File: src/hw/rtl/tape_machine_instruction_step_unit_assert.svh
// Assertion macros for the tape machine step unit.
// The including module must provide clk and rst_n.
`ifndef TAPE_MACHINE_INSTRUCTION_STEP_UNIT_ASSERT_SVH
`define TAPE_MACHINE_INSTRUCTION_STEP_UNIT_ASSERT_SVH

`ifndef SYNTH
// Checked only while out of reset.
`define TMIS_CHECK(lbl, prop) \
  lbl: assert property (@(posedge clk) disable iff (!rst_n) prop) \
    else $error("tape step check failed");
// Checked at every edge, reset included.
`define TMIS_CHECK_ANY(lbl, prop) \
  lbl: assert property (@(posedge clk) prop) \
    else $error("tape step check failed");
`else
`define TMIS_CHECK(lbl, prop)
`define TMIS_CHECK_ANY(lbl, prop)
`endif

`endif

File: src/hw/rtl/tmis_pkg.sv
package tmis_pkg;

  // Sizes
  localparam int TAPE_DEPTH    = 512;
  localparam int STACK_DEPTH   = 64;
  localparam int POSITION_BITS = 16;
  localparam int Q_DEPTH       = 2;

  localparam int TAPE_AW   = $clog2(TAPE_DEPTH);
  localparam int STACK_AW  = $clog2(STACK_DEPTH);
  localparam int STACK_CW  = $clog2(STACK_DEPTH + 1);
  localparam int SKIP_W    = 16;
  localparam int OUT_POS_W = 16;
  localparam int STATUS_W  = 3;

  // Command characters
  localparam logic [7:0] CH_RIGHT = 8'h3E;  // >
  localparam logic [7:0] CH_LEFT  = 8'h3C;  // <
  localparam logic [7:0] CH_INC   = 8'h2B;  // +
  localparam logic [7:0] CH_DEC   = 8'h2D;  // -
  localparam logic [7:0] CH_OUT   = 8'h2E;  // .
  localparam logic [7:0] CH_IN    = 8'h2C;  // ,
  localparam logic [7:0] CH_OPEN  = 8'h5B;  // [
  localparam logic [7:0] CH_CLOSE = 8'h5D;  // ]

  typedef enum logic [3:0] {
    OP_NOP,
    OP_RIGHT,
    OP_LEFT,
    OP_INC,
    OP_DEC,
    OP_OUT,
    OP_IN,
    OP_OPEN,
    OP_CLOSE
  } op_t;

  typedef enum logic [STATUS_W-1:0] {
    STAT_OK        = 3'd0,
    STAT_UNDER     = 3'd1,
    STAT_OVER      = 3'd2,
    STAT_FULL      = 3'd3,
    STAT_UNMATCHED = 3'd4,
    STAT_BADIN     = 3'd5
  } status_t;

  // Decoded command as held in the queue
  typedef struct packed {
    op_t        op;
    logic [7:0] value;
    logic       invalid;
  } q_entry_t;

  // Front to back: head of queue
  typedef struct packed {
    logic     valid;
    q_entry_t entry;
  } fb_head_t;

  // Back to front: queue control
  typedef struct packed {
    logic pop;
    logic hold;
  } bf_ctl_t;

endpackage

File: src/hw/rtl/tmis_front.sv
module tmis_front import tmis_pkg::*; (
  input  logic       clk,
  input  logic       rst_n,
  input  logic       in_valid,
  output logic       in_stall,
  input  logic [7:0] in_instruction,
  input  logic [7:0] in_input_value,
  input  logic       in_input_invalid,
  input  bf_ctl_t    ctl,
  output fb_head_t   head
);

  localparam int QAW = (Q_DEPTH > 1) ? $clog2(Q_DEPTH) : 1;
  localparam int QCW = $clog2(Q_DEPTH + 1);
  localparam logic [QAW-1:0] Q_LAST = QAW'(Q_DEPTH - 1);
  localparam logic [QCW-1:0] Q_FULL = QCW'(Q_DEPTH);

  function automatic op_t decode(input logic [7:0] ch);
    op_t op;
    unique case (ch)
      CH_RIGHT: op = OP_RIGHT;
      CH_LEFT:  op = OP_LEFT;
      CH_INC:   op = OP_INC;
      CH_DEC:   op = OP_DEC;
      CH_OUT:   op = OP_OUT;
      CH_IN:    op = OP_IN;
      CH_OPEN:  op = OP_OPEN;
      CH_CLOSE: op = OP_CLOSE;
      default:  op = OP_NOP;
    endcase
    return op;
  endfunction

  q_entry_t       q_r [Q_DEPTH];
  logic [QAW-1:0] wp_r, wp_nxt;
  logic [QAW-1:0] rp_r, rp_nxt;
  logic [QCW-1:0] cnt_r, cnt_nxt;
  logic           push;
  logic           pop;
  q_entry_t       new_entry;

  assign in_stall = (cnt_r == Q_FULL) || ctl.hold;
  assign push     = in_valid && !in_stall;
  assign pop      = ctl.pop && (cnt_r != '0);

  assign new_entry.op      = decode(in_instruction);
  assign new_entry.value   = in_input_value;
  assign new_entry.invalid = in_input_invalid;

  always_comb begin
    wp_nxt  = wp_r;
    rp_nxt  = rp_r;
    cnt_nxt = cnt_r;
    if (push) begin
      wp_nxt = (wp_r == Q_LAST) ? '0 : wp_r + QAW'(1);
    end
    if (pop) begin
      rp_nxt = (rp_r == Q_LAST) ? '0 : rp_r + QAW'(1);
    end
    if (push && !pop) begin
      cnt_nxt = cnt_r + QCW'(1);
    end else if (pop && !push) begin
      cnt_nxt = cnt_r - QCW'(1);
    end
  end

  always_ff @(posedge clk) begin
    if (!rst_n) begin
      wp_r  <= '0;
      rp_r  <= '0;
      cnt_r <= '0;
    end else begin
      wp_r  <= wp_nxt;
      rp_r  <= rp_nxt;
      cnt_r <= cnt_nxt;
    end
  end

  always_ff @(posedge clk) begin
    if (push) begin
      q_r[wp_r] <= new_entry;
    end
  end

  assign head.valid = (cnt_r != '0);
  assign head.entry = q_r[rp_r];

endmodule

File: config.mk
export PLATFORM = sky130hd
export DESIGN_NAME = tmis_front
export DESIGN_NICKNAME = d
export VERILOG_FILES = /design/src/hw/rtl/tape_machine_instruction_step_unit_assert.svh /design/src/hw/rtl/tmis_pkg.sv /design/src/hw/rtl/tmis_front.sv
export SDC_FILE = /design/constraint.sdc
export NUM_CORES = 1
export LEC_CHECK = 0
export BUFFER_PORTS_ARGS = -buffer_cell sky130_fd_sc_hd__buf_4
export CAP_MARGIN = 40
export CORE_ASPECT_RATIO = 1.5
export CORE_MARGIN = 2
export CORE_UTILIZATION = 54
export CTS_CLUSTER_SIZE = 28
export DETAILED_ROUTE_END_ITERATION = 7
export PLACE_DENSITY = 0.82
export SLEW_MARGIN = 20
export SYNTH_ARGS = -nofsm -noshare
export SYNTH_HDL_FRONTEND = slang
export SYNTH_SLANG_ARGS = --single-unit
File: constraint.sdc
create_clock -name clk -period 4.75 [get_ports clk]
set_clock_uncertainty 0.05 [all_clocks]
set_input_delay 0.475 -clock clk [delete_from_list [all_inputs] [get_ports clk]]
set_output_delay 0.475 -clock clk [all_outputs]
set_load 0.01 [all_outputs]
==> results of run 1 <==
routing by layer:
layer / wire length, um / part of all wire / GRT usage
met3: 183 / 0.084 / 0.0678
met2: 1190 / 0.55 / 0.322
met1: 726 / 0.33 / 0.164
met5: 0 / 0 / 0
met4: 67 / 0.031 / 0.125
cell usage in the layout, fill, tap and decap left out, drive strengths merged, types with 2 or more instances in the layout:
master / n
nor2b: 3
edfxtp: 26
a21oi: 2
mux2: 13
clkbuf: 7
or2: 2
buf: 37
dfxtp: 5
nand2: 3
and2: 4
a21boi: 2
o21ai: 2
nor3b: 2
nor4bb: 2
o22ai: 2
xnor2: 2
worst max-delay path by stage:
stage	start	end	slack, ns	cells past startpoint
floorplan	ctl[0]	q_r[0][0]	2.91	2
global placement	ctl[0]	q_r[0][3]	2.54	3
detailed placement	ctl[0]	q_r[0][3]	2.83	4
CTS	register	head[9]	2.63	2
global route	register	head[4]	2.54	2
finish	register	head[9]	2.65	2
state kept, by name (all words and copies together), names as in the netlist, named ones only:
signal,flops
rp_r,1
wp_r,1
q_r,26
cnt_r,2
worst max-delay path, stage by stage (launching register included):
cell and delay, ns:
dfxtp_1 0.70, mux2_2 0.41, buf_4 0.15
power breakdown:
| part | leakage, nW | switching (mW) | internal [mW] | total, mW |
|---|---|---|---|---|
| logic | 0.321 | 0.0863 | 0.132 | 0.218 |
| clock network | 0.0353 | 0.0821 | 0.0716 | 0.154 |
| registers | 0.279 | 0.0326 | 0.330 | 0.362 |
Yosys cell counts, types with 2 or more instances:
cell      count
a21oi_1       2
dfxtp_1       5
xnor2_1       2
nand2_1       3
edfxtp_1     26
nor4bb_1      2
o22ai_1       2
mux2_2       13
a21boi_1      2
and2_1        4
nor2b_1       3
or2_1         2
cells by family after synthesis:
family          after synthesis
mux                          14
compound gates                8
flops                        31
fa+ha+maj                     1
xor+xnor                      3
buf+inv                       2
simple gates                 22
through the flow:
step	worst slack, ns	cell area, um2	hold WS (ns)	instances	power (mW)
after floorplan	2.91	1290	0.401	81	0.491
after global placement	2.54	1590	0.428	139	0.578
after detailed placement	2.83	1590	0.430	140	0.589
after CTS	2.63	1650	0.264	148	0.742
after global routing	2.54	1650	0.255	148	0.774
final	2.65	1650	0.273	148	0.734
layout make-up:
type	instances	area, um2
well taps	23	28.8
multi-input cells	48	402
flip-flops and latches	31	881
repair buffers	37	278
inverters	1	3.75
fillers	166	607
clock buffers	7	55.1
clock inverters	1	5.00
==> flow_summary_export.csv, run 1 <==
group,metric,value,unit
timing,fin_tns_setup,0,ns
yosys,yosys_warnings,0,
hold_path,min_to,"q_r[1][4]",
yosys,synth_area,1290,um2
floorplanning,design.core.area,2260,um2
clocking,cts_hold_buf,0,
route,routedWlPerCell,14.7,um
finish,nets,147,
worst_setup_path,r2r_end,"q_r[0][3]",
yosys,postSynth.asyncResetShare,0,
clocking,insertion_delay,0.32,ns
timing,rsz0062_at_grt,"no",
clocking,cts_sinks,31,
finish,antennaDiodeCount,0,
timing,slew_viol_final,0,
yosys,synth_xor_xnor_area_share,0.0203,
floorplanning,ios,37,
timing,period_needed,2.10,ns
yosys,yosysTopAreaCellShare,0.605,
worst_setup_path,worstReg2RegStart,"cnt_r[0]",
worst_setup_path,r2r_cells,4,
worst_setup_path,arrival,1.57,ns
route,drtPass1Iterations,3,
yosys,ys_ff_latch,31,
floorplanning,initial_core_util,0.571,
place,dp_hpwl,1.60,mm
route,drt_wl_total,2.17,mm
yosys,ys_types,27,
yosys,syn-mean-instance-area,15.9,um2
floorplanning,die_area,2810,um2
hold_path,min_delay_path_depth,1,
place,port_buffers,36,
clocking,cts_setup_buffers,0,
route,vias,803,
floorplanning,die_h,63.9,um
route,antenna_left,0,
outcome,status,"complete, no violations",
power_and_ir_drop,peakVddDrop,0.314,mV
route,drc_errors,0,
yosys,synth-seq-area-share,0.682,
worst_setup_path,cp_max_fo,13,
yosys,synth.area.top_cells,"edfxtp_1 60%, mux2_2 11%, dfxtp_1 7.8%, and2_1 1.9%, nor4bb_1 1.6%",
hold_path,hold_start,"in_input_value[3]",
finish,drive_above_1_share,0.488,
worst_setup_path,rrSetupSlack,2.92,ns
finish,area_growth,28.0,%
grt,grt.total_usage,0.184,
timing,relSlewSlack,0.604,
timing,final-setup-viol-count,0,
clocking,cts_buffers,5,
yosys,synth_top_family_by_area,"simple AND/OR/NAND/NOR gates",
route,via_per_inst,5.43,
floorplanning,std_cell_rows,21,
clocking,cts_resized,0,
worst_setup_path,end_kind,"output port",
worst_setup_path,cp-start-kind,"register",
timing,tightest_slew,0.594,ns
grt,grt_pass1_wl,3.56,mm
yosys,synth_edf_count,26,
finish,final_util,0.731,
clocking,cts-root-buf,"clkbuf_4",
yosys,synth_compound_area_frac,0.0368,
yosys,synth_flop_cell,"edfxtp_1",
place,gp_congestion,0.688,
grt,antenna_found_initial,0,
timing,fin_crit_sh,0.442,
clocking,clockBufferDepth,2,
yosys,syn_inst,81,
yosys,synth_nets,104,
power_and_ir_drop,p_leak,0.635,nW
clocking,cts_tree,"built",
yosys,synth.area.mux_share,0.121,
timing,finalHoldViolations,0,
job,drv_cap,0,
grt,grt_overflow_total,0,
route,drt_iter0_drc,12,
grt,grt_pass1_vias,830,
clocking,htree_levels,2,
grt,grt_start_max_net_pins,14,
yosys,synth-simple-area-share,0.123,
hold_path,worstHoldPathType,"in -> reg",
floorplanning,die_w,43.9,um
yosys,yosys.area.top_type,"edfxtp_1",
timing,fmax,477,MHz
power_and_ir_drop,p_per_area,444,nW/um2
worst_setup_path,crit_type,"reg -> out",
yosys,yosys.area_share.adder,0.00969,
worst_setup_path,crit_required,4.22,ns
clocking,path_clk_slew,0.10,ns
Power figures use the tool's default switching activity.
==> run 2, diff against run 1 <==
--- a/config.mk
+++ b/config.mk
@@ -5,14 +5,15 @@
 export SDC_FILE = /design/constraint.sdc
 export NUM_CORES = 1
 export LEC_CHECK = 0
+export ABC_AREA = 1
 export BUFFER_PORTS_ARGS = -buffer_cell sky130_fd_sc_hd__buf_4
 export CAP_MARGIN = 40
 export CORE_ASPECT_RATIO = 1.5
 export CORE_MARGIN = 2
-export CORE_UTILIZATION = 54
+export CORE_UTILIZATION = 51
 export CTS_CLUSTER_SIZE = 28
 export DETAILED_ROUTE_END_ITERATION = 7
-export PLACE_DENSITY = 0.82
+export PLACE_DENSITY = 0.77
 export SLEW_MARGIN = 20
 export SYNTH_ARGS = -nofsm -noshare
 export SYNTH_HDL_FRONTEND = slang
==> constraint.sdc (replaced) <==
create_clock -name clk -period 2 [get_ports clk]
set_clock_uncertainty 0.05 [all_clocks]
set_input_delay 0.2 -clock clk [delete_from_list [all_inputs] [get_ports clk]]
set_output_delay 0.2 -clock clk [all_outputs]
set_load 0.01 [all_outputs]
==> flow_summary_export.csv, run 2 <==
group,metric,value,unit
yosys,synth_flop_cell,"edfxtp_1",
outcome,status,"complete, no violations",
floorplanning,die_h,67.9,um
hold_path,worstHoldPathType,"in -> reg",
timing,fin_tns_setup,0,ns
clocking,clockBufferDepth,2,
yosys,yosys.area.top_type,"edfxtp_1",
worst_setup_path,crit_type,"reg -> out",
grt,grt.total_usage,0.188,
route,antenna_left,0,
finish,nets,181,
hold_path,min_delay_path_depth,1,
clocking,cts_setup_buffers,0,
clocking,cts_hold_buf,0,
yosys,ys_ff_latch,31,
floorplanning,std_cell_rows,23,
worst_setup_path,cp_max_fo,9,
power_and_ir_drop,total_power,1.64,mW
grt,grt_overflow_total,0,
floorplanning,die_w,46.6,um
route,vias,945,
worst_setup_path,crit_required,1.75,ns
route,drt_wl_total,2.38,mm
clocking,htree_levels,2,
grt,grt_pass1_wl,3.93,mm
yosys,syn_inst,114,
place,dp_hpwl,1.88,mm
finish,reg_top3,"q_r (26), cnt_r (2)",
finish,drive_above_1_share,0.409,
clocking,cts_tree,"built",
grt,grt_start_max_net_pins,14,
clocking,cts_buffers,5,
worst_setup_path,r2r_cells,4,
yosys,ys_types,21,
yosys,synthMostInstantiatedCell,"edfxtp_1",
yosys,synth_top_cells_by_count,"26 x edfxtp_1, 23 x nand2_1, 16 x inv_1, 10 x mux2_4, 9 x nor2_1",
finish,stdcell_count,196,
yosys,synth.area.top_cells,"edfxtp_1 56%, mux2_4 11%, dfxtp_1 7.2%, nand2_1 6.2%, inv_1 4.3%",
place,port_buffers,36,
timing,fmax,596,MHz
worst_setup_path,end_kind,"output port",
timing,tightest_slew,0.502,ns
power_and_ir_drop,p_leak,0.818,nW
power_and_ir_drop,p_per_area,914,nW/um2
clocking,cts-root-buf,"clkbuf_8",
route,via_per_inst,4.82,
place,gp_congestion,0.685,
clocking,cts_resized,0,
power_and_ir_drop,peakVddDrop,0.551,mV
route,drtPass1Iterations,4,
clocking,path_clk_slew,0.07,ns
grt,antenna_found_initial,0,
timing,final-setup-viol-count,0,
timing,rsz0062_at_grt,"no",
floorplanning,ios,37,
finish,top_register,"q_r",
timing,period_needed,1.68,ns
worst_setup_path,arrival,1.43,ns
yosys,syn-mean-instance-area,12.2,um2
yosys,synth_area,1390,um2
job,drv_cap,0,
finish,num-fill-cells,206,
yosys,yosysTopAreaCellShare,0.563,
yosys,postSynth.asyncResetShare,0,
floorplanning,initial_core_util,0.530,
finish,antennaDiodeCount,0,
finish,layout_common_cells,"38 x buf_4, 26 x edfxtp_1, 23 x nand2_1",
finish,layout_commonest_cell,"buf_4",
finish,area_growth,29.1,%
yosys,synth_nets,137,
timing,slew_viol_final,0,
floorplanning,die_area,3160,um2
route,drc_errors,0,
place,dp.cells,188,
timing,fin_crit_sh,0.838,
yosys,yosys_warnings,0,
route,routedWlPerCell,12.1,um
clocking,insertion_delay,0.28,ns
worst_setup_path,cp-start-kind,"register",
yosys,synth-seq-area-share,0.635,
finish,largest_register_ffs,26,
yosys,synth_edf_count,26,
clocking,cts_sinks,31,
timing,relSlewSlack,0.665,
route,drt_iter0_drc,69,
floorplanning,design.core.area,2620,um2
grt,grt_pass1_vias,982,
timing,finalHoldViolations,0,
==> run 2: cell types whose count changed after synthesis, sizes merged, moves of 3 or more <==
cell,previous run,this run
nand2,3,24
inv,1,18
nor2,0,9
nand3,0,6
and2,4,1
nand4,0,3
nor2b,3,0
nor3,0,3
==> run 2: cells by family after synthesis <==
| group | Yosys count | synth area share |
|---|---|---|
| and+or+nand+nor | 47 | 0.153 |
| DFF | 31 | 0.635 |
| buffers and inverters | 19 | 0.0568 |
| muxes | 13 | 0.133 |
| AOI/OAI and AO/OA | 3 | 0.0135 |
| adders and majority gates | 1 | 0.00902 |
==> run 2: worst max-delay path, stage by stage, from the launching register on <==
cell and delay, ns:
dfxtp_1 0.44, buf_4 0.26, mux2_4 0.31, buf_4 0.14
==> run 2: metal layers <==
layer	track usage	vias up	part of all wire	routed length [um]
li1	-	472	-	-
met1	0.166	431	0.34	817
met2	0.325	36	0.58	1370
met3	0.0871	6	0.063	149
met4	0.121	0	0.017	41
met5	0	-	0	0
==> run 2: per-stage QoR <==
step / util / setup slack (ns) / cell area (um2) / hold WS [ns]
2_1_floorplan: - / 0.419 / 1390 / 0.249
3_3_place_gp: 0.652 / 0.602 / 1710 / 0.338
3_5_place_dp: 0.652 / 0.518 / 1710 / 0.339
4_1_cts: 0.684 / 0.275 / 1790 / 0.0405
5_1_grt: 0.684 / 0.244 / 1790 / 0.0374
6_report: 0.684 / 0.323 / 1790 / 0.0534
==> run 2: cell type report <==
| class | count | area (um2) | area share |
|---|---|---|---|
| timing repair buffer | 38 | 285 | 0.159 |
| clock buffer | 5 | 68.8 | 0.0384 |
| inverter | 18 | 67.6 | 0.0377 |
| sequential | 31 | 881 | 0.492 |
| multi-input combinational | 64 | 428 | 0.239 |
| clock inverter | 3 | 15.0 | 0.00838 |
| tap | 37 | 46.3 | 0.0258 |
==> run 2: path summary, 6_finish.rpt <==
kind	startpoint	endpoint	slack, ns
setup / recovery	register	head[2]	0.32
setup reg to reg	cnt_r[0]	q_r[1][12]	0.51
hold / removal	in_input_value[3]	q_r[1][4]	0.05
hold reg to reg	rp_r	register	0.47
==> run 2: power breakdown <==
part           total, mW  switching [mW]  internal (mW)
combinational      0.396           0.183          0.213
sequential         0.789          0.0345          0.755
clock              0.452           0.215          0.237
total               1.64           0.432           1.20
==> run 3, diff against run 2 <==
--- a/config.mk
+++ b/config.mk
@@ -5,15 +5,15 @@
 export SDC_FILE = /design/constraint.sdc
 export NUM_CORES = 1
 export LEC_CHECK = 0
-export ABC_AREA = 1
+export ABC_AREA = 0
 export BUFFER_PORTS_ARGS = -buffer_cell sky130_fd_sc_hd__buf_4
 export CAP_MARGIN = 40
 export CORE_ASPECT_RATIO = 1.5
 export CORE_MARGIN = 2
-export CORE_UTILIZATION = 51
+export CORE_UTILIZATION = 50
 export CTS_CLUSTER_SIZE = 28
 export DETAILED_ROUTE_END_ITERATION = 7
-export PLACE_DENSITY = 0.77
+export PLACE_DENSITY = 0.76
 export SLEW_MARGIN = 20
 export SYNTH_ARGS = -nofsm -noshare
 export SYNTH_HDL_FRONTEND = slang
==> constraint.sdc (replaced) <==
create_clock -name clk -period 1.6 [get_ports clk]
set_clock_uncertainty 0.05 [all_clocks]
set_input_delay 0.16 -clock clk [delete_from_list [all_inputs] [get_ports clk]]
set_output_delay 0.16 -clock clk [all_outputs]
set_load 0.01 [all_outputs]
==> flow_summary_export.csv, run 3 (synthesis results as in run 1) <==
group,metric,value,unit
floorplanning,die_h,66.2,um
finish,top_register,"q_r",
outcome,status,"complete, no violations",
timing,fin_ws,0.0628,ns
route,drt_wl_total,2.32,mm
power_and_ir_drop,comb_power_share,0.354,
worst_setup_path,crit_required,1.39,ns
floorplanning,ios,37,
timing,relSlewSlack,0.773,
finish,num-fill-cells,181,
clocking,path_clk_slew,0.09,ns
finish,reg_top3,"q_r (26), cnt_r (2)",
floorplanning,std_cell_rows,22,
worst_setup_path,cp_max_fo,9,
clocking,cts_sinks,31,
power_and_ir_drop,total_power,2.32,mW
finish,layout_common_cells,"43 x buf_4, 26 x edfxtp_1, 13 x mux2_2",
worst_setup_path,crit_type,"reg -> out",
grt,grt.total_usage,0.179,
timing,fin_tns_setup,0,ns
power_and_ir_drop,power_frac_seq,0.452,
power_and_ir_drop,swShare,0.268,
place,placed_cell_area,1660,um2
floorplanning,design.core.area,2450,um2
worst_setup_path,cp-start-kind,"register",
power_and_ir_drop,clkPwrFrac,0.195,
grt,grt_overflow_total,0,
clocking,clockBufferDepth,2,
grt,antenna_found_initial,0,
route,via_per_inst,5.27,
grt,grt_pass1_wl,3.60,mm
finish,antennaDiodeCount,0,
finish,nets,164,
timing,final-setup-viol-count,0,
worst_setup_path,arrival,1.33,ns
finish,layout_commonest_cell,"buf_4",
power_and_ir_drop,p_leak,0.726,nW
timing,fmax,651,MHz
timing,period_needed,1.54,ns
clocking,cts_tree,"built",
place,dp.cells,148,
timing,fin_crit_sh,0.961,
place,gp_congestion,0.692,
finish,largest_register_ffs,26,
power_and_ir_drop,p_sw,623,uW
worst_setup_path,end_kind,"output port",
timing,slew_viol_final,0,
power_and_ir_drop,peakVddDrop,0.935,mV
timing,finalHoldViolations,0,
floorplanning,initial_core_util,0.527,
place,port_buffers,36,
place,pre_cts_ws,0.0438,ns
timing,rsz0062_at_grt,"no",
finish,fin_area,1840,um2
route,routedWlPerCell,14.0,um
floorplanning,die_w,45.5,um
clocking,cts_buffers,5,
floorplanning,die_area,3010,um2
grt,grt_pass1_vias,863,
power_and_ir_drop,internal-power,1.70,mW
clocking,cts-root-buf,"clkbuf_4",
route,antenna_left,0,
route,drtPass1Iterations,4,
finish,drive_above_1_share,0.514,
finish,stdcell_count,166,
clocking,insertion_delay,0.32,ns
route,drt_iter0_drc,13,
grt,grt_start_max_net_pins,14,
route,drc_errors,0,
finish,area_growth,42.2,%
timing,tightest_slew,0.336,ns
power_and_ir_drop,p_per_area,1270,nW/um2
hold_path,worstHoldPathType,"in -> reg",
job,drv_cap,0,
place,dp_hpwl,1.73,mm
route,vias,875,
clocking,htree_levels,2,
[run 3: path summary, 6_finish.rpt]
path / start / endpoint / slack [ns] / cells past startpoint
min reg2reg: cnt_r[1] / cnt_r[1] / 0.45 / 2
max: register / head[3] / 0.06 / 3
min: rst_n / cnt_r[0] / 0.04 / 2
max reg2reg: cnt_r[0] / cnt_r[1] / 0.08 / 5
[run 3: layer usage]
metal  GRT usage  part of all wire  up-vias  routed length, um
met5           0                 0        -                  0
met4      0.0993                 0        0                  0
met3      0.0574             0.051        0                118
met2       0.338              0.62       26               1440
met1       0.150              0.33      417                760
li1            -                 -      432                  -
[run 3: critical path: stages, from the launching register on]
cell and delay (ns):
dfxtp_4 0.38, buf_6 0.15, mux2_2 0.34, buf_4 0.15
[run 3: layout make-up]
type | count | area (um2) | share of cell area
multi-input cells | 48 | 412 | 0.224
inverters | 1 | 3.75 | 0.00204
well taps | 24 | 30.0 | 0.0164
clock buffers | 7 | 55.1 | 0.0300
flip-flops and latches | 31 | 886 | 0.483
clock inverters | 1 | 5.00 | 0.00273
repair buffers | 54 | 444 | 0.242
[run 3: power by group through the flow]
| stage | Combinational, mW | Sequential, mW | Clock, mW |
|---|---|---|---|
| after floorplan | 0.416 | 1.04 | 0 |
| after global routing | 0.890 | 1.06 | 0.497 |
| after CTS | 0.806 | 1.04 | 0.467 |
| after global placement | 0.758 | 1.05 | 0 |
| after detailed placement | 0.776 | 1.05 | 0 |
| final | 0.822 | 1.05 | 0.452 |
[run 3: per-stage QoR]
stage,hold WS [ns],utilization
2_1_floorplan,0.209,-
5_1_grt,0.0475,0.749
4_1_cts,0.0239,0.742
3_5_place_dp,0.298,0.678
6_report,0.0389,0.749
3_3_place_gp,0.297,0.678
[run 3: what timing repair did]
| item | 4_1_cts | 5_1_grt |
|---|---|---|
| endpoints found under the hold margin | 18 | 0 |
| hold buffers | 9 | 0 |
| resized for setup | 2 | 4 |
| pin swaps | 0 | 4 |
| setup buffers | 0 | 1 |
| gates cloned | 0 | 0 |
| setup endpoints to repair | 9 | 9 |
